**src/sv/alsi_pkg.sv**
```systemverilog
// ----------------------------------------------------------------------------
// alsi_pkg
// Shared widths, event and command codes, state codes, register map and
// register reset values of the arm lease safety interlock.
// ----------------------------------------------------------------------------
package alsi_pkg;

    // item field widths
    localparam int FUNC_W  = 3;
    localparam int CMD_W   = 3;
    localparam int ARG_W   = 16;
    localparam int NOW_W   = 32;
    localparam int STATE_W = 4;

    // register widths and config port
    localparam int HOLD_W     = 16;
    localparam int LINK_W     = 20;
    localparam int LEASE_W    = 20;
    localparam int PULSE_W    = 16;
    localparam int CFG_DATA_W = 32;
    localparam int CFG_ADDR_W = 5;
    localparam int CFG_IDX_W  = 3;

    // default deadline width
    localparam int TIME_BITS_DEF = 32;

    // register reset values
    localparam logic              ROLE_RST     = 1'b0;
    localparam logic [HOLD_W-1:0]  ARM_HOLD_RST = 16'd500;
    localparam logic [LINK_W-1:0]  LINK_RST     = 20'd1000;
    localparam logic [LEASE_W-1:0] LEASE_RST    = 20'd5000;
    localparam logic [PULSE_W-1:0] MAX_PULSE_RST = 16'd1000;

    // register index in the map
    localparam logic [CFG_IDX_W-1:0] REG_ROLE      = 3'd0;
    localparam logic [CFG_IDX_W-1:0] REG_ARM_HOLD  = 3'd1;
    localparam logic [CFG_IDX_W-1:0] REG_LINK_LOSS = 3'd2;
    localparam logic [CFG_IDX_W-1:0] REG_ARM_LEASE = 3'd3;
    localparam logic [CFG_IDX_W-1:0] REG_MAX_PULSE = 3'd4;

    // roles
    localparam logic ROLE_WAND     = 1'b0;
    localparam logic ROLE_RECEIVER = 1'b1;

    // event codes
    localparam logic [FUNC_W-1:0] FN_TICK        = 3'd0;
    localparam logic [FUNC_W-1:0] FN_BOOT_DONE   = 3'd1;
    localparam logic [FUNC_W-1:0] FN_SET_PAIRING = 3'd2;
    localparam logic [FUNC_W-1:0] FN_ARM_BUTTON  = 3'd3;
    localparam logic [FUNC_W-1:0] FN_LINK_LOST   = 3'd4;
    localparam logic [FUNC_W-1:0] FN_FAULT       = 3'd5;
    localparam logic [FUNC_W-1:0] FN_COMMAND     = 3'd6;
    localparam logic [FUNC_W-1:0] FN_TAKE_DISARM = 3'd7;

    // remote command codes
    localparam logic [CMD_W-1:0] CMD_DISARM      = 3'd0;
    localparam logic [CMD_W-1:0] CMD_HEARTBEAT   = 3'd1;
    localparam logic [CMD_W-1:0] CMD_ARM_LEASE   = 3'd2;
    localparam logic [CMD_W-1:0] CMD_SET_AUX     = 3'd3;
    localparam logic [CMD_W-1:0] CMD_PULSE_ISO   = 3'd4;
    localparam logic [CMD_W-1:0] CMD_PULSE_LOW   = 3'd5;

    // state codes
    localparam logic [STATE_W-1:0] ST_BOOT         = 4'd0;
    localparam logic [STATE_W-1:0] ST_UNPAIRED     = 4'd1;
    localparam logic [STATE_W-1:0] ST_PAIRING_AUTH = 4'd2;
    localparam logic [STATE_W-1:0] ST_DISARMED     = 4'd3;
    localparam logic [STATE_W-1:0] ST_ARM_PENDING  = 4'd4;
    localparam logic [STATE_W-1:0] ST_ARMED        = 4'd5;
    localparam logic [STATE_W-1:0] ST_CMD_PENDING  = 4'd6;
    localparam logic [STATE_W-1:0] ST_FAULT        = 4'd7;
    localparam logic [STATE_W-1:0] ST_UPDATE       = 4'd8;

    // disarm frames queued on button release
    localparam logic [1:0] DISARM_FRAMES = 2'd3;

endpackage

```
**src/sv/alsi_evt_if.sv**
```systemverilog
// ----------------------------------------------------------------------------
// alsi_evt_if
// Event channel: valid/ready handshake carrying one event item.
// ----------------------------------------------------------------------------
interface alsi_evt_if
    import alsi_pkg::*;
();
    logic              valid;
    logic              ready;
    logic [FUNC_W-1:0] func;
    logic              flag;
    logic [CMD_W-1:0]  command;
    logic [ARG_W-1:0]  argument;
    logic [NOW_W-1:0]  now_ms;

    modport source (output valid, func, flag, command, argument, now_ms, input ready);
    modport sink   (input valid, func, flag, command, argument, now_ms, output ready);
endinterface

```
**src/sv/alsi_res_if.sv**
```systemverilog
// ----------------------------------------------------------------------------
// alsi_res_if
// Result channel: valid/ready handshake carrying one result item.
// ----------------------------------------------------------------------------
interface alsi_res_if
    import alsi_pkg::*;
();
    logic               valid;
    logic               ready;
    logic               accepted;
    logic [STATE_W-1:0] state_code;
    logic               aux_on;
    logic               isolated_on;
    logic               low_side_on;
    logic               outputs_safe;

    modport source (output valid, accepted, state_code, aux_on, isolated_on, low_side_on,
                    outputs_safe, input ready);
    modport sink   (input valid, accepted, state_code, aux_on, isolated_on, low_side_on,
                    outputs_safe, output ready);
endinterface

```
**src/sv/arm_lease_safety_interlock_core.sv**
```systemverilog
// Path: an accepted event item passes the input register, then the state update /
// result register, which presents its result item; while the result channel stalls,
// the item waits in the input register.
// Throughput: one event item per cycle while results are taken; the state update
// path is one deadline add plus a wraparound compare on registered state.
// Reset: rst_n clears mode to boot, all flags, drives, deadlines and the
// disarm frame count, and loads the register defaults; no clearing pass.
// ----------------------------------------------------------------------------
// arm_lease_safety_interlock_core
// Arming interlock for a remote trigger in wand or receiver role, with lease,
// heartbeat and pulse deadlines that force a safe state on expiry.
// ----------------------------------------------------------------------------
module arm_lease_safety_interlock_core
    import alsi_pkg::*;
#(
    parameter int TIME_BITS = TIME_BITS_DEF
)(
    input  logic                  clk,
    input  logic                  rst_n,
    alsi_evt_if.sink              evt,
    alsi_res_if.source            res,
    input  logic                  psel,
    input  logic                  penable,
    input  logic                  pwrite,
    input  logic [CFG_ADDR_W-1:0] paddr,
    input  logic [CFG_DATA_W-1:0] pwdata,
    output logic [CFG_DATA_W-1:0] prdata,
    output logic                  pready
);

    localparam int SUM_W = (TIME_BITS > NOW_W) ? TIME_BITS : NOW_W;

    typedef logic [TIME_BITS-1:0] time_t;

    // wraparound deadline test: reached when (now - dl) has its top bit clear
    function automatic logic reached(input time_t now_v, input time_t dl_v);
        time_t d;
        d = now_v - dl_v;
        return !d[TIME_BITS-1];
    endfunction

    // configuration registers
    logic               role_reg;
    logic [HOLD_W-1:0]  arm_hold_reg;
    logic [LINK_W-1:0]  link_loss_reg;
    logic [LEASE_W-1:0] arm_lease_reg;
    logic [PULSE_W-1:0] max_pulse_reg;

    logic                 cfg_wr;
    logic [CFG_IDX_W-1:0] cfg_idx;

    assign pready  = 1'b1;
    assign cfg_wr  = psel && penable && pwrite;
    assign cfg_idx = paddr[CFG_ADDR_W-1:2];

    // register writes
    always_ff @(posedge clk or negedge rst_n)
    begin
        if (!rst_n)
        begin
            role_reg      <= ROLE_RST;
            arm_hold_reg  <= ARM_HOLD_RST;
            link_loss_reg <= LINK_RST;
            arm_lease_reg <= LEASE_RST;
            max_pulse_reg <= MAX_PULSE_RST;
        end
        else if (cfg_wr)
        begin
            unique case (cfg_idx)
                REG_ROLE:      role_reg      <= pwdata[0];
                REG_ARM_HOLD:  arm_hold_reg  <= pwdata[HOLD_W-1:0];
                REG_LINK_LOSS: link_loss_reg <= pwdata[LINK_W-1:0];
                REG_ARM_LEASE: arm_lease_reg <= pwdata[LEASE_W-1:0];
                REG_MAX_PULSE: max_pulse_reg <= pwdata[PULSE_W-1:0];
                default:       ;
            endcase
        end
    end

    // register readback
    always_comb
    begin
        unique case (cfg_idx)
            REG_ROLE:      prdata = CFG_DATA_W'(role_reg);
            REG_ARM_HOLD:  prdata = CFG_DATA_W'(arm_hold_reg);
            REG_LINK_LOSS: prdata = CFG_DATA_W'(link_loss_reg);
            REG_ARM_LEASE: prdata = CFG_DATA_W'(arm_lease_reg);
            REG_MAX_PULSE: prdata = CFG_DATA_W'(max_pulse_reg);
            default:       prdata = '0;
        endcase
    end

    // input register stage
    logic              s1_valid_reg;
    logic [FUNC_W-1:0] s1_func_reg;
    logic              s1_flag_reg;
    logic [CMD_W-1:0]  s1_cmd_reg;
    logic [ARG_W-1:0]  s1_arg_reg;
    logic [NOW_W-1:0]  s1_now_reg;

    logic res_valid_reg;
    logic s1_adv;
    logic evt_take;

    assign s1_adv    = s1_valid_reg && (!res_valid_reg || res.ready);
    assign evt.ready = !s1_valid_reg || s1_adv;
    assign evt_take  = evt.valid && evt.ready;

    always_ff @(posedge clk or negedge rst_n)
    begin
        if (!rst_n)
        begin
            s1_valid_reg <= 1'b0;
        end
        else if (evt_take)
        begin
            s1_valid_reg <= 1'b1;
        end
        else if (s1_adv)
        begin
            s1_valid_reg <= 1'b0;
        end
    end

    always_ff @(posedge clk)
    begin
        if (evt_take)
        begin
            s1_func_reg <= evt.func;
            s1_flag_reg <= evt.flag;
            s1_cmd_reg  <= evt.command;
            s1_arg_reg  <= evt.argument;
            s1_now_reg  <= evt.now_ms;
        end
    end

    // interlock state
    logic [STATE_W-1:0] mode_reg,  mode_next;
    logic               paired_reg, paired_next;
    logic               button_reg, button_next;
    logic               aux_reg,   aux_next;
    logic               iso_reg,   iso_next;
    logic               low_reg,   low_next;
    time_t              pulse_dl_reg, pulse_dl_next;
    time_t              lease_dl_reg, lease_dl_next;
    time_t              hb_dl_reg,    hb_dl_next;
    time_t              press_reg,    press_next;
    logic [1:0]         frames_reg,   frames_next;
    logic               acc_next;

    // deadline sums, reduced to the deadline width
    logic [SUM_W-1:0] now_w;
    time_t            now_t;
    time_t            hb_new;
    time_t            lease_new;
    time_t            pulse_new;
    time_t            arm_dl;

    assign now_w     = SUM_W'(s1_now_reg);
    assign now_t     = now_w[TIME_BITS-1:0];
    assign hb_new    = TIME_BITS'(now_w + SUM_W'(link_loss_reg));
    assign lease_new = TIME_BITS'(now_w + SUM_W'(arm_lease_reg));
    assign pulse_new = TIME_BITS'(now_w + SUM_W'(s1_arg_reg));
    assign arm_dl    = TIME_BITS'(SUM_W'(press_reg) + SUM_W'(arm_hold_reg));

    logic locked;
    logic armed_like;
    logic lease_hit;
    logic hb_hit;
    logic pulse_hit;
    logic arm_hit;

    assign locked = (mode_reg == ST_BOOT) || (mode_reg == ST_UNPAIRED) ||
                    (mode_reg == ST_PAIRING_AUTH) || (mode_reg == ST_FAULT) ||
                    (mode_reg == ST_UPDATE);
    assign armed_like = (mode_reg == ST_ARMED) || (mode_reg == ST_CMD_PENDING);
    assign lease_hit  = reached(now_t, lease_dl_reg);
    assign hb_hit     = reached(now_t, hb_dl_reg);
    assign pulse_hit  = reached(now_t, pulse_dl_reg);
    assign arm_hit    = reached(now_t, arm_dl);

    // event handling
    always_comb
    begin
        logic go_safe;
        logic drv_off;
        logic [STATE_W-1:0] safe_mode;

        mode_next     = mode_reg;
        paired_next   = paired_reg;
        button_next   = button_reg;
        aux_next      = aux_reg;
        iso_next      = iso_reg;
        low_next      = low_reg;
        pulse_dl_next = pulse_dl_reg;
        lease_dl_next = lease_dl_reg;
        hb_dl_next    = hb_dl_reg;
        press_next    = press_reg;
        frames_next   = frames_reg;
        acc_next      = 1'b0;
        go_safe       = 1'b0;
        drv_off       = 1'b0;
        safe_mode     = ST_DISARMED;

        unique case (s1_func_reg)
            FN_TICK:
            begin
                if (role_reg == ROLE_WAND)
                begin
                    if (mode_reg == ST_ARM_PENDING && button_reg && arm_hit)
                    begin
                        mode_next = ST_ARMED;
                    end
                end
                else if (armed_like && (lease_hit || hb_hit))
                begin
                    go_safe = 1'b1;
                end
                else if (mode_reg == ST_CMD_PENDING && (iso_reg || low_reg) && pulse_hit)
                begin
                    drv_off   = 1'b1;
                    mode_next = ST_ARMED;
                end
            end
            FN_BOOT_DONE:
            begin
                drv_off     = 1'b1;
                paired_next = s1_flag_reg;
                if (role_reg == ROLE_WAND && button_reg)
                begin
                    mode_next = ST_FAULT;
                end
                else
                begin
                    mode_next = s1_flag_reg ? ST_DISARMED : ST_UNPAIRED;
                end
            end
            FN_SET_PAIRING:
            begin
                go_safe     = 1'b1;
                safe_mode   = s1_flag_reg ? ST_DISARMED : ST_UNPAIRED;
                paired_next = s1_flag_reg;
            end
            FN_ARM_BUTTON:
            begin
                if (role_reg == ROLE_WAND)
                begin
                    button_next = s1_flag_reg;
                    if (!locked)
                    begin
                        if (!s1_flag_reg)
                        begin
                            go_safe     = 1'b1;
                            frames_next = DISARM_FRAMES;
                        end
                        else if (mode_reg == ST_DISARMED)
                        begin
                            press_next = now_t;
                            mode_next  = ST_ARM_PENDING;
                        end
                    end
                end
            end
            FN_LINK_LOST:
            begin
                go_safe   = 1'b1;
                safe_mode = paired_reg ? ST_DISARMED : ST_UNPAIRED;
            end
            FN_FAULT:
            begin
                go_safe   = 1'b1;
                safe_mode = ST_FAULT;
            end
            FN_COMMAND:
            begin
                if (role_reg == ROLE_RECEIVER && paired_reg && !locked)
                begin
                    priority if (s1_cmd_reg == CMD_DISARM)
                    begin
                        go_safe  = 1'b1;
                        acc_next = 1'b1;
                    end
                    else if (s1_cmd_reg == CMD_HEARTBEAT)
                    begin
                        hb_dl_next = hb_new;
                        acc_next   = 1'b1;
                    end
                    else if (s1_cmd_reg == CMD_ARM_LEASE)
                    begin
                        lease_dl_next = lease_new;
                        hb_dl_next    = hb_new;
                        mode_next     = ST_ARMED;
                        acc_next      = 1'b1;
                    end
                    else if (!armed_like || lease_hit)
                    begin
                        go_safe = 1'b1;
                    end
                    else
                    begin
                        hb_dl_next = hb_new;
                        if (s1_cmd_reg == CMD_SET_AUX)
                        begin
                            if (s1_arg_reg[ARG_W-1:1] == '0)
                            begin
                                drv_off   = 1'b1;
                                mode_next = s1_arg_reg[0] ? ST_CMD_PENDING : ST_ARMED;
                                acc_next  = 1'b1;
                            end
                        end
                        else if (s1_cmd_reg == CMD_PULSE_ISO || s1_cmd_reg == CMD_PULSE_LOW)
                        begin
                            if (s1_arg_reg != '0 && s1_arg_reg <= max_pulse_reg)
                            begin
                                drv_off   = 1'b1;
                                mode_next = ST_CMD_PENDING;
                                acc_next  = 1'b1;
                            end
                        end
                    end
                end
            end
            FN_TAKE_DISARM:
            begin
                if (role_reg == ROLE_WAND && frames_reg != 2'd0)
                begin
                    frames_next = frames_reg - 2'd1;
                    acc_next    = 1'b1;
                end
            end
        endcase

        // drives off, and on a safe drop also the lease, heartbeat and mode
        if (go_safe || drv_off)
        begin
            aux_next      = 1'b0;
            iso_next      = 1'b0;
            low_next      = 1'b0;
            pulse_dl_next = '0;
        end
        if (go_safe)
        begin
            lease_dl_next = '0;
            hb_dl_next    = '0;
            mode_next     = safe_mode;
        end

        // new drive settings from an accepted aux or pulse command
        if (s1_func_reg == FN_COMMAND && acc_next && drv_off)
        begin
            if (s1_cmd_reg == CMD_SET_AUX)
            begin
                aux_next = s1_arg_reg[0];
            end
            else
            begin
                iso_next      = (s1_cmd_reg == CMD_PULSE_ISO);
                low_next      = (s1_cmd_reg == CMD_PULSE_LOW);
                pulse_dl_next = pulse_new;
            end
        end
    end

    // state update
    always_ff @(posedge clk or negedge rst_n)
    begin
        if (!rst_n)
        begin
            mode_reg     <= ST_BOOT;
            paired_reg   <= 1'b0;
            button_reg   <= 1'b0;
            aux_reg      <= 1'b0;
            iso_reg      <= 1'b0;
            low_reg      <= 1'b0;
            pulse_dl_reg <= '0;
            lease_dl_reg <= '0;
            hb_dl_reg    <= '0;
            press_reg    <= '0;
            frames_reg   <= 2'd0;
        end
        else if (s1_adv)
        begin
            mode_reg     <= mode_next;
            paired_reg   <= paired_next;
            button_reg   <= button_next;
            aux_reg      <= aux_next;
            iso_reg      <= iso_next;
            low_reg      <= low_next;
            pulse_dl_reg <= pulse_dl_next;
            lease_dl_reg <= lease_dl_next;
            hb_dl_reg    <= hb_dl_next;
            press_reg    <= press_next;
            frames_reg   <= frames_next;
        end
    end

    // result register
    logic               res_acc_reg;
    logic [STATE_W-1:0] res_state_reg;
    logic               res_aux_reg;
    logic               res_iso_reg;
    logic               res_low_reg;
    logic               res_safe_reg;

    always_ff @(posedge clk or negedge rst_n)
    begin
        if (!rst_n)
        begin
            res_valid_reg <= 1'b0;
        end
        else if (s1_adv)
        begin
            res_valid_reg <= 1'b1;
        end
        else if (res.ready)
        begin
            res_valid_reg <= 1'b0;
        end
    end

    always_ff @(posedge clk)
    begin
        if (s1_adv)
        begin
            res_acc_reg   <= acc_next;
            res_state_reg <= mode_next;
            res_aux_reg   <= aux_next;
            res_iso_reg   <= iso_next;
            res_low_reg   <= low_next;
            res_safe_reg  <= !aux_next && !iso_next && !low_next;
        end
    end

    assign res.valid        = res_valid_reg;
    assign res.accepted     = res_acc_reg;
    assign res.state_code   = res_state_reg;
    assign res.aux_on       = res_aux_reg;
    assign res.isolated_on  = res_iso_reg;
    assign res.low_side_on  = res_low_reg;
    assign res.outputs_safe = res_safe_reg;

    // at most one output drive is ever on
    a_one_drive: assert property (@(posedge clk) disable iff (!rst_n)
        $onehot0({aux_reg, iso_reg, low_reg}))
        else $error("more than one output drive active");

    // a stalled item in the input register is not dropped
    a_s1_hold: assert property (@(posedge clk) disable iff (!rst_n)
        (s1_valid_reg && !s1_adv) |=> s1_valid_reg)
        else $error("input register item lost under stall");

    // a new result only follows a processed item
    a_res_src: assert property (@(posedge clk) disable iff (!rst_n)
        $rose(res_valid_reg) |-> $past(s1_valid_reg))
        else $error("result appeared without an item");

    // pairing-auth and update states are never entered
    a_no_unused: assert property (@(posedge clk) disable iff (!rst_n)
        (mode_reg != ST_PAIRING_AUTH && mode_reg != ST_UPDATE) |=>
        (mode_reg != ST_PAIRING_AUTH && mode_reg != ST_UPDATE))
        else $error("unused state entered");

endmodule

```
**src/flat_wrapper.sv**
```systemverilog
// flat-port wrapper written by rule: the top's interface ports become plain ports
module arm_lease_safety_interlock_core_flat import alsi_pkg::*;
#(
    parameter int TIME_BITS = TIME_BITS_DEF
)
  (clk, rst_n, psel, penable, pwrite, paddr, pwdata, prdata, pready, evt_valid, evt_func, evt_flag, evt_command, evt_argument, evt_now_ms, evt_ready, res_valid, res_accepted, res_state_code, res_aux_on, res_isolated_on, res_low_side_on, res_outputs_safe, res_ready);
  alsi_evt_if evt_i ();
  alsi_res_if res_i ();
  input  logic clk;
  input  logic rst_n;
  input  logic psel;
  input  logic penable;
  input  logic pwrite;
  input  logic [CFG_ADDR_W-1:0] paddr;
  input  logic [CFG_DATA_W-1:0] pwdata;
  output logic [CFG_DATA_W-1:0] prdata;
  output logic pready;
  input wire logic [$bits(evt_i.valid)-1:0] evt_valid;
  input wire logic [$bits(evt_i.func)-1:0] evt_func;
  input wire logic [$bits(evt_i.flag)-1:0] evt_flag;
  input wire logic [$bits(evt_i.command)-1:0] evt_command;
  input wire logic [$bits(evt_i.argument)-1:0] evt_argument;
  input wire logic [$bits(evt_i.now_ms)-1:0] evt_now_ms;
  output wire logic [$bits(evt_i.ready)-1:0] evt_ready;
  output wire logic [$bits(res_i.valid)-1:0] res_valid;
  output wire logic [$bits(res_i.accepted)-1:0] res_accepted;
  output wire logic [$bits(res_i.state_code)-1:0] res_state_code;
  output wire logic [$bits(res_i.aux_on)-1:0] res_aux_on;
  output wire logic [$bits(res_i.isolated_on)-1:0] res_isolated_on;
  output wire logic [$bits(res_i.low_side_on)-1:0] res_low_side_on;
  output wire logic [$bits(res_i.outputs_safe)-1:0] res_outputs_safe;
  input wire logic [$bits(res_i.ready)-1:0] res_ready;
  assign evt_i.valid = evt_valid;
  assign evt_i.func = evt_func;
  assign evt_i.flag = evt_flag;
  assign evt_i.command = evt_command;
  assign evt_i.argument = evt_argument;
  assign evt_i.now_ms = evt_now_ms;
  assign evt_ready = evt_i.ready;
  assign res_valid = res_i.valid;
  assign res_accepted = res_i.accepted;
  assign res_state_code = res_i.state_code;
  assign res_aux_on = res_i.aux_on;
  assign res_isolated_on = res_i.isolated_on;
  assign res_low_side_on = res_i.low_side_on;
  assign res_outputs_safe = res_i.outputs_safe;
  assign res_i.ready = res_ready;
  arm_lease_safety_interlock_core #(.TIME_BITS(TIME_BITS)) u_core (.clk(clk), .rst_n(rst_n), .evt(evt_i), .res(res_i), .psel(psel), .penable(penable), .pwrite(pwrite), .paddr(paddr), .pwdata(pwdata), .prdata(prdata), .pready(pready));
endmodule
```
**config.mk**
```make
export PLATFORM = sky130hd
export DESIGN_NAME = arm_lease_safety_interlock_core_flat
export DESIGN_NICKNAME = d
export VERILOG_FILES = /design/src/sv/alsi_pkg.sv /design/src/sv/alsi_evt_if.sv /design/src/sv/alsi_res_if.sv /design/src/sv/arm_lease_safety_interlock_core.sv /design/src/flat_wrapper.sv
export SDC_FILE = /design/constraint.sdc
export NUM_CORES = 1
export LEC_CHECK = 0
export BUFFER_PORTS_ARGS = -buffer_cell sky130_fd_sc_hd__buf_4
export CAP_MARGIN = 20
export CORE_MARGIN = 2
export CORE_UTILIZATION = 50
export CTS_CLUSTER_SIZE = 10
export DETAILED_ROUTE_END_ITERATION = 12
export PLACE_DENSITY = 0.68
export SLEW_MARGIN = 20
export SYNTH_ARGS = -nofsm -noshare
export SYNTH_HDL_FRONTEND = slang
export SYNTH_SLANG_ARGS = --single-unit
```
**constraint.sdc**
```tcl
create_clock -name clk -period 4.4 [get_ports clk]
set_input_delay 0 -clock clk [delete_from_list [all_inputs] [get_ports clk]]
set_output_delay 0 -clock clk [all_outputs]
set_load 0.01 [all_outputs]
```
==> results.rst, run 1 <==
.. list-table::
   :header-rows: 1

   * - Metric
     - Value
   * - Post-route cell area
     - roughly 22000 um^2
   * - CP top delay family
     - compound AO/OA/AOI/OAI gates
   * - Average cell area after synthesis
     - about 9.6 um^2
   * - Startpoint type of the worst setup path
     - flop
   * - Wire length of the first global-routing pass
     - between 70000 and 80000 um
   * - Final Hold Viols
     - 0
   * - Count of input and output buffers
     - around 120
   * - Total via count after detailed routing
     - 14900
   * - Worst Tran Pin Value
     - about 0.89 ns
   * - Library cell contributing the largest single delay on the critical path
     - sky130_fd_sc_hd__edfxtp_1
   * - Buffers from clock root to sink, at most
     - 3
   * - Residual DRC
     - 0
   * - Synthesis warning total
     - 0
   * - Top-level port count
     - approximately 140
   * - Worst path cell trace
     - ha_1 > and3_1 > nand3_1 > nand3b_1 > o21ai_0 > o21ai_0 > a41oi_2 > a311o_1 > or2_0 > or2_1 > buf_6 > o21ai_2
   * - Final-report setup violation count
     - 0
   * - Outcome
     - finished clean
   * - Highest cell delay on the worst timing path
     - 0.55 ns
   * - Period utilisation layout
     - 0.934
   * - Cell count after synthesis
     - 1915
   * - Worst slew margin relative to its limit
     - 0.406
   * - Nature of the critical path endpoint
     - flop
   * - Number of unique standard cell types used by synthesis
     - ~70
   * - CTS HTree Levels
     - 2
   * - Slew Limit Fails
     - 0
   * - Placeable core area
     - 36300 um^2
   * - Number of enable flip-flop cells after synthesis
     - 64
   * - Antenna-violating nets left
     - 0
   * - Worst ir drop on vdd
     - just under 0.4 mV
   * - Cell at the root of the clock tree
     - sky130_fd_sc_hd__clkbuf_16
   * - Pleak
     - about 0.0096 uW
   * - Die boundary height
     - roughly 200 um
   * - Worst hold path class
     - in2async
   * - Final Skew
     - around 0.022 ns
   * - FF+latch count, synth
     - around 280
   * - Largest net degree at the start of global routing
     - ~110
   * - Detailed-route wire length per cell
     - roughly 19 um
   * - Full die area
     - 38200 um^2
   * - Diode insertion count for antenna repair
     - 0
   * - WS Path Type
     - reg2reg
   * - Arrival time at the worst endpoint
     - between 4 and 5 ns
   * - Layout-stage area growth over the synthesis result
     - 19.0%
   * - Final global-route overflow total
     - 0
   * - Detail Placement HPWL
     - roughly 37000 um
   * - Share of layout cells above drive strength 1
     - 0.155
   * - Worst setup path startpoint
     - u_core.now_t[22]$_DFFE_PP_
   * - Clock tree from TritonCTS
     - yes
   * - Clock sink count
     - 278
   * - Number of DRC violations after detailed-routing iteration 0
     - ~900
   * - Library cell appearing most often on the critical path
     - sky130_fd_sc_hd__o21ai_0
   * - Starting utilization of the core area
     - 0.504
   * - Fraction of registers with async set/reset
     - 0.770
   * - Initial antenna violation count
     - 0
   * - Later-pin clock latency in the skew report
     - ~0.53 ns
   * - Cts bufs inserted
     - 35
   * - Total number of placement rows
     - 70
   * - Area of the mapped netlist
     - roughly 18000 um^2
   * - Flip-flop cell with the highest count after synthesis
     - sky130_fd_sc_hd__dfrtp_1
   * - Area after detailed placement
     - between 15000 and 20000 um^2
   * - Overall track demand over capacity in global routing
     - 0.262
   * - Width of the die
     - approximately 200 um
   * - Total Negative Setup Slacks
     - 0 ns
   * - Via-per-instance ratio
     - between 5 and 6
   * - Data required time at the worst endpoint
     - 4.79 ns
   * - Number of buffer and inverter stages on the critical path
     - 1
   * - Via count of the first global-routing pass
     - approximately 15000
   * - Number of optimization iterations in the first detailed-route pass
     - 5
   * - Final hold slack
     - 0.0636 ns
   * - Share of synthesized area occupied by flip-flops and latches
     - 0.399
   * - Nets@finish
     - around 2500
   * - Routability cong.
     - 0.900
   * - Sum of routed wire length over all layers
     - slightly below 50000 um
   * - Post-layout min period
     - roughly 4.1 ns
   * - Reported max-cap violation count
     - 0
   * - Highest clock frequency the design can meet
     - around 0.24 GHz
   * - Clock slew at reported path FFs
     - around 0.060 ns
   * - Max FO, Critical Path
     - 19
   * - Power per standard cell area
     - 401 nW/um^2
   * - Setup repair after global routing missed its margin
     - no
   * - Worst reg2reg startpoint
     - u_core.now_t[22]$_DFFE_PP_
[cell usage after synthesis, types with 14 or more instances]
cell type                    n  area, um^2
sky130_fd_sc_hd__a211oi_1   14         105
sky130_fd_sc_hd__a21o_1     16         120
sky130_fd_sc_hd__a21oi_1   105         526
sky130_fd_sc_hd__a22o_1     44         385
sky130_fd_sc_hd__a22oi_1    32         240
sky130_fd_sc_hd__buf_4      14         105
sky130_fd_sc_hd__clkbuf_1   46         173
sky130_fd_sc_hd__dfrtp_1   191        4780
sky130_fd_sc_hd__dfstp_2    23         604
sky130_fd_sc_hd__edfxtp_1   64        1920
sky130_fd_sc_hd__fa_1       17         340
sky130_fd_sc_hd__ha_1      210        2630
sky130_fd_sc_hd__inv_1     215         807
sky130_fd_sc_hd__mux2_2     60         676
sky130_fd_sc_hd__nand2_1   203         762
sky130_fd_sc_hd__nand2b_1   23         144
sky130_fd_sc_hd__nand3_1    24         120
sky130_fd_sc_hd__nand4_1    29         181
sky130_fd_sc_hd__nor2_1    119         447
sky130_fd_sc_hd__nor3_1     29         145
sky130_fd_sc_hd__o21ai_0   131         656
sky130_fd_sc_hd__o21ai_2    21         184
sky130_fd_sc_hd__or3_1      14        87.6
sky130_fd_sc_hd__xnor2_1    65         569
sky130_fd_sc_hd__xor2_1     23         201
[layer usage]
metal,vias to the layer above,GRT usage,share of wire
met2,394,0.448,0.48
li1,7189,-,-
met5,-,0,0
met3,91,0.0423,0.049
met4,0,0.0828,0.028
met1,7213,0.340,0.44
[worst register-to-register path: cells and delay by family, from the launching register on]
kind | cells | cell delay, ns
compound gates | 5 | 1.40
flops | 1 | 0.55
fa+ha+maj | 1 | 0.37
buf+inv | 1 | 0.33
simple gates | 5 | 1.32
[metrics by stage]
| step | cells | total power, uW | setup slack [ns] | util |
|---|---|---|---|---|
| 2_1_floorplan | 1926 | 5150 | 1.05 | - |
| 5_1_grt | 2637 | 9310 | 0.0834 | 0.600 |
| 4_1_cts | 2637 | 8780 | 0.239 | 0.600 |
| 3_3_place_gp | 2491 | 5890 | 0.311 | 0.548 |
| 6_report | 2637 | 8730 | 0.291 | 0.600 |
| 3_5_place_dp | 2491 | 6010 | 0.267 | 0.548 |
[area by class of cell]
type                            count  area, um^2
Clock buffer                       61        1020
Sequential cell                   278        7310
Multi-Input combinational cell   1364        9950
Fill cell                        3044       14500
Tap cell                          468         586
Clock inverter                      3        32.5
Inverter                          216         811
Timing Repair Buffer              247        2100
[power breakdown]
group / leakage (uW) / internal, uW / switching, uW
logic: 0.00577 / 1180 / 1520
registers: 0.00338 / 3040 / 309
clock network: 0.000503 / 1580 / 1100
total: 0.00965 / 5800 / 2930
[logic make-up (layout without fill, tap and decap cells)]
| group | after synthesis | after routing | synth area share |
|---|---|---|---|
| muxes | 62 | 62 | 0.0380 |
| xor gates and xnor gates | 88 | 88 | 0.0421 |
| buffers and inverters | 284 | 527 | 0.0636 |
| DFF | 278 | 278 | 0.399 |
| adders and majority gates | 227 | 227 | 0.162 |
| AOI/OAI and AO/OA | 474 | 474 | 0.170 |
| and+or+nand+nor | 500 | 500 | 0.125 |
| other | 2 | 13 | 0.000410 |
[path summary, 6_finish.rpt]
| check | slack, ns | cells after the start | to |
|---|---|---|---|
| max reg2reg | 0.29 | 12 | u_core.hb_dl_reg[28]$_DFFE_PN0P_ |
| max in group asynchronous | 3.26 | 3 | u_core.hb_dl_reg[11]$_DFFE_PN0P_ |
| min | 0.06 | 2 | u_core.arm_lease_reg[16]$_DFFE_PN0P_ |
| max | 0.29 | 12 | u_core.hb_dl_reg[28]$_DFFE_PN0P_ |
| min in group clk | 0.12 | 4 | u_core.role_reg$_DFFE_PN0P_ |
| min reg2reg | 0.47 | 2 | u_core.lease_dl_reg[13]$_DFFE_PN0P_ |
[layout by cell type, fill, tap and decap left out, types with 8 or more instances in the layout]
cell type / Yosys / routed
sky130_fd_sc_hd__inv_1: 215 / 215
sky130_fd_sc_hd__ha_1: 210 / 210
sky130_fd_sc_hd__nand2_1: 203 / 202
sky130_fd_sc_hd__dfrtp_1: 191 / 191
sky130_fd_sc_hd__buf_4: 14 / 161
sky130_fd_sc_hd__o21ai_0: 131 / 131
sky130_fd_sc_hd__nor2_1: 119 / 117
sky130_fd_sc_hd__a21oi_1: 105 / 105
sky130_fd_sc_hd__dlygate4sd3_1: 0 / 82
sky130_fd_sc_hd__xnor2_1: 65 / 65
sky130_fd_sc_hd__edfxtp_1: 64 / 64
sky130_fd_sc_hd__mux2_2: 60 / 60
sky130_fd_sc_hd__a22o_1: 44 / 44
sky130_fd_sc_hd__clkbuf_16: 0 / 36
sky130_fd_sc_hd__a22oi_1: 32 / 32
sky130_fd_sc_hd__nand4_1: 29 / 29
sky130_fd_sc_hd__nor3_1: 29 / 26
sky130_fd_sc_hd__nand3_1: 24 / 24
sky130_fd_sc_hd__nand2b_1: 23 / 23
sky130_fd_sc_hd__xor2_1: 23 / 23
sky130_fd_sc_hd__dfstp_2: 23 / 23
sky130_fd_sc_hd__o21ai_2: 21 / 22
sky130_fd_sc_hd__clkbuf_1: 46 / 22
sky130_fd_sc_hd__fa_1: 17 / 17
sky130_fd_sc_hd__a21o_1: 16 / 16
sky130_fd_sc_hd__a211oi_1: 14 / 14
sky130_fd_sc_hd__or3_1: 14 / 14
sky130_fd_sc_hd__nor2b_1: 13 / 13
sky130_fd_sc_hd__conb_1: 2 / 13
sky130_fd_sc_hd__nor4_1: 13 / 12
sky130_fd_sc_hd__o21a_1: 11 / 11
sky130_fd_sc_hd__o211ai_1: 10 / 10
sky130_fd_sc_hd__o21bai_1: 10 / 10
sky130_fd_sc_hd__a211o_1: 8 / 8
sky130_fd_sc_hd__o21ai_1: 9 / 8
[what timing repair did]
action                                  4_1_cts  5_1_grt
setup buffers                                 0        0
endpoints found under the hold margin       232        0
hold buffers                                 82        0
gates resized for setup                       0        1
endpoints found under the setup margin        0       17
No activity file was read; power rests on OpenSTA's default activity.
==> run 2: changes to the inputs <==
--- a/config.mk
+++ b/config.mk
@@ -5,13 +5,12 @@
 export SDC_FILE = /design/constraint.sdc
 export NUM_CORES = 1
 export LEC_CHECK = 0
-export BUFFER_PORTS_ARGS = -buffer_cell sky130_fd_sc_hd__buf_4
 export CAP_MARGIN = 20
 export CORE_MARGIN = 2
 export CORE_UTILIZATION = 50
 export CTS_CLUSTER_SIZE = 10
 export DETAILED_ROUTE_END_ITERATION = 12
-export PLACE_DENSITY = 0.68
+export DONT_BUFFER_PORTS = 1
 export SLEW_MARGIN = 20
 export SYNTH_ARGS = -nofsm -noshare
 export SYNTH_HDL_FRONTEND = slang
==> results.rst, run 2 (synthesis gave the netlist of run 1 again) <==
.. list-table::
   :header-rows: 1

   * - Metric
     - Value
   * - Outcome
     - finished, violations left
   * - Violated checks
     - hold timing
   * - Number of optimization iterations in the first detailed-route pass
     - 5
   * - CP top delay family
     - compound AO/OA/AOI/OAI gates
   * - Arrival time at the worst endpoint
     - between 4 and 5 ns
   * - Number of DRC violations after detailed-routing iteration 0
     - just under 800
   * - Worst hold path class
     - in2async
   * - Total of hold buffers inserted after clock tree synthesis
     - 105
   * - Net switching power figure
     - between 2000 and 3000 uW
   * - Area after detailed placement
     - approximately 19000 um^2
   * - Final-report setup violation count
     - 0
   * - Power per standard cell area
     - just over 400 nW/um^2
   * - Nets@finish
     - about 2400
   * - Length in cells of the worst reg-to-reg path
     - 12
   * - Total Negative Setup Slacks
     - 0 ns
   * - Initial antenna violation count
     - 0
   * - Highest cell delay on the worst timing path
     - 0.54 ns
   * - Worst reg2reg startpoint
     - u_core.now_t[22]$_DFFE_PP_
   * - Die boundary height
     - approximately 200 um
   * - Highest clock frequency the design can meet
     - 0.242 GHz
   * - Worst ir drop on vdd
     - 0.347 mV
   * - Diode insertion count for antenna repair
     - 0
   * - Post-route cell area
     - around 21000 um^2
   * - Antenna-violating nets left
     - 0
   * - Detailed-route wire length per cell
     - ~20 um
   * - Final core area utilization
     - 0.582
   * - Residual DRC
     - 0
   * - Clock network fraction of total power
     - 0.318
   * - Clock tree from TritonCTS
     - yes
   * - Final hold slack
     - -0.842 ns
   * - Worst reg2reg setup slack
     - between 0.2 and 0.3 ns
   * - Setup repair after global routing missed its margin
     - no
   * - Switching part of the total power
     - 0.330
   * - Combinational fraction of design power
     - 0.296
   * - Later-pin clock latency in the skew report
     - 0.55 ns
   * - Worst path cell trace
     - ha_1 > and3_1 > nand3_1 > nand3b_1 > o21ai_0 > o21a_1 > a41oi_2 > a311o_1 > or2_0 > or2_1 > buf_12 > o31ai_1
   * - Placed insts
     - about 2400
   * - Layout-stage area growth over the synthesis result
     - 15.4%
   * - Top-level port count
     - around 140
   * - Post-layout min period
     - between 4 and 5 ns
   * - Final Hold Viols
     - between 200 and 250
   * - Worst slew margin relative to its limit
     - 0.318
   * - Startpoint type of the worst setup path
     - flop
   * - Nature of the critical path endpoint
     - flop
   * - Library cell contributing the largest single delay on the critical path
     - sky130_fd_sc_hd__edfxtp_1
   * - Internal portion of total power
     - approximately 5800 uW
   * - Number of standard cells in the final layout excluding fillers
     - around 2500
   * - Count of input and output buffers
     - 0
   * - Final global-route overflow total
     - 0
   * - Detail Placement HPWL
     - between 30000 and 40000 um
   * - Routability cong.
     - ~0.88
   * - Cell at the root of the clock tree
     - sky130_fd_sc_hd__clkbuf_16
   * - Number of buffer and inverter stages on the critical path
     - 1
   * - Sum of routed wire length over all layers
     - 50100 um
   * - Most frequent cells in the layout
     - sky130_fd_sc_hd__inv_1 (215), sky130_fd_sc_hd__ha_1 (210), sky130_fd_sc_hd__nand2_1 (203)
   * - Total via count after detailed routing
     - 14500
   * - Period utilisation layout
     - 0.938
   * - Storage element area
     - approximately 7300 um^2
   * - Cts bufs inserted
     - 35
   * - Buffers from clock root to sink, at most
     - 3
   * - Clock slew at reported path FFs
     - 0.06 ns
   * - Overall track demand over capacity in global routing
     - 0.268
   * - Largest net degree at the start of global routing
     - between 200 and 250
   * - Clock sink count
     - 278
   * - CTS HTree Levels
     - 2
   * - Sequential share of power
     - 0.386
   * - Total area of multi-input combinational cells
     - 9940 um^2
   * - Reg2Reg Capture Point
     - u_core.hb_dl_reg[4]$_DFFE_PN0P_
   * - Worst Tran Pin Value
     - 1.01 ns
   * - Width of the die
     - approximately 200 um
   * - Most frequent standard cell in the layout excluding fill and tap cells
     - sky130_fd_sc_hd__inv_1
   * - Share of layout cells above drive strength 1
     - 0.106
   * - Data required time at the worst endpoint
     - between 4 and 5 ns
   * - Slew Limit Fails
     - 0
   * - Max FO, Critical Path
     - 27
   * - Via count of the first global-routing pass
     - 14700
   * - Final Skew
     - 0.0128 ns
   * - Reported max-cap violation count
     - 0
   * - Total number of placement rows
     - 70
   * - Placeable core area
     - around 36000 um^2
   * - WS Path Type
     - reg2reg
   * - Via-per-instance ratio
     - around 5.7
   * - Starting utilization of the core area
     - 0.504
   * - Wire length of the first global-routing pass
     - between 70000 and 80000 um
   * - Filler cell count
     - between 3000 and 4000
   * - Full die area
     - around 38000 um^2
   * - Pleak
     - between 0.009 and 0.01 uW
run 2: timing repair:
item	4_1_cts	5_1_grt
hold endpoints to repair	344	214
setup buffers	0	0
gates resized for setup	0	0
run 2: worst max-delay path by stage:
stage | startpoint | to | slack (ns) | cells after the start
finish | u_core.now_t[22]$_DFFE_PP_ | u_core.hb_dl_reg[4]$_DFFE_PN0P_ | 0.27 | 12
global route | u_core.now_t[22]$_DFFE_PP_ | u_core.hb_dl_reg[4]$_DFFE_PN0P_ | 0.04 | 12
CTS | u_core.now_t[22]$_DFFE_PP_ | u_core.hb_dl_reg[4]$_DFFE_PN0P_ | 0.28 | 12
detailed placement | u_core.now_t[22]$_DFFE_PP_ | u_core.hb_dl_reg[4]$_DFFE_PN0P_ | 0.31 | 12
global placement | u_core.now_t[22]$_DFFE_PP_ | u_core.hb_dl_reg[4]$_DFFE_PN0P_ | 0.34 | 12
floorplan | u_core.now_t[4]$_DFFE_PP_ | u_core.hb_dl_reg[20]$_DFFE_PN0P_ | 1.05 | 14
run 2: final cells by class:
class | instances | area share
Timing Repair Buffer | 151 | 0.0672
Sequential cell | 278 | 0.345
Clock buffer | 62 | 0.0511
Multi-Input combinational cell | 1364 | 0.470
Clock inverter | 1 | 0.000237
Tap cell | 468 | 0.0277
Inverter | 216 | 0.0383
run 2: power groups by stage:
stage	registers (uW)	clock network (uW)	logic (uW)
floorplan	3270	0	1880
global placement	3380	0	2380
detailed placement	3390	0	2450
CTS	3350	2840	2570
global route	3410	2940	2920
finish	3350	2760	2580
run 2: per-layer routing:
layer  GRT usage  share of wire  up-vias  wire length [um]
li1            -              -     7006                 -
met5           0              0        -                 0
met1       0.352           0.45     7055             22500
met3      0.0466          0.049       81              2450
met4      0.0925          0.028        0              1400
met2       0.449           0.47      325             23700
run 2: metrics by stage:
| stage | hold WS [ns] | worst slack, ns | total power (uW) |
|---|---|---|---|
| 2_1_floorplan | -0.296 | 1.05 | 5150 |
| 3_3_place_gp | -0.282 | 0.340 | 5760 |
| 3_5_place_dp | -0.282 | 0.309 | 5850 |
| 4_1_cts | -0.864 | 0.281 | 8760 |
| 5_1_grt | -0.867 | 0.0447 | 9270 |
| 6_report | -0.842 | 0.271 | 8700 |
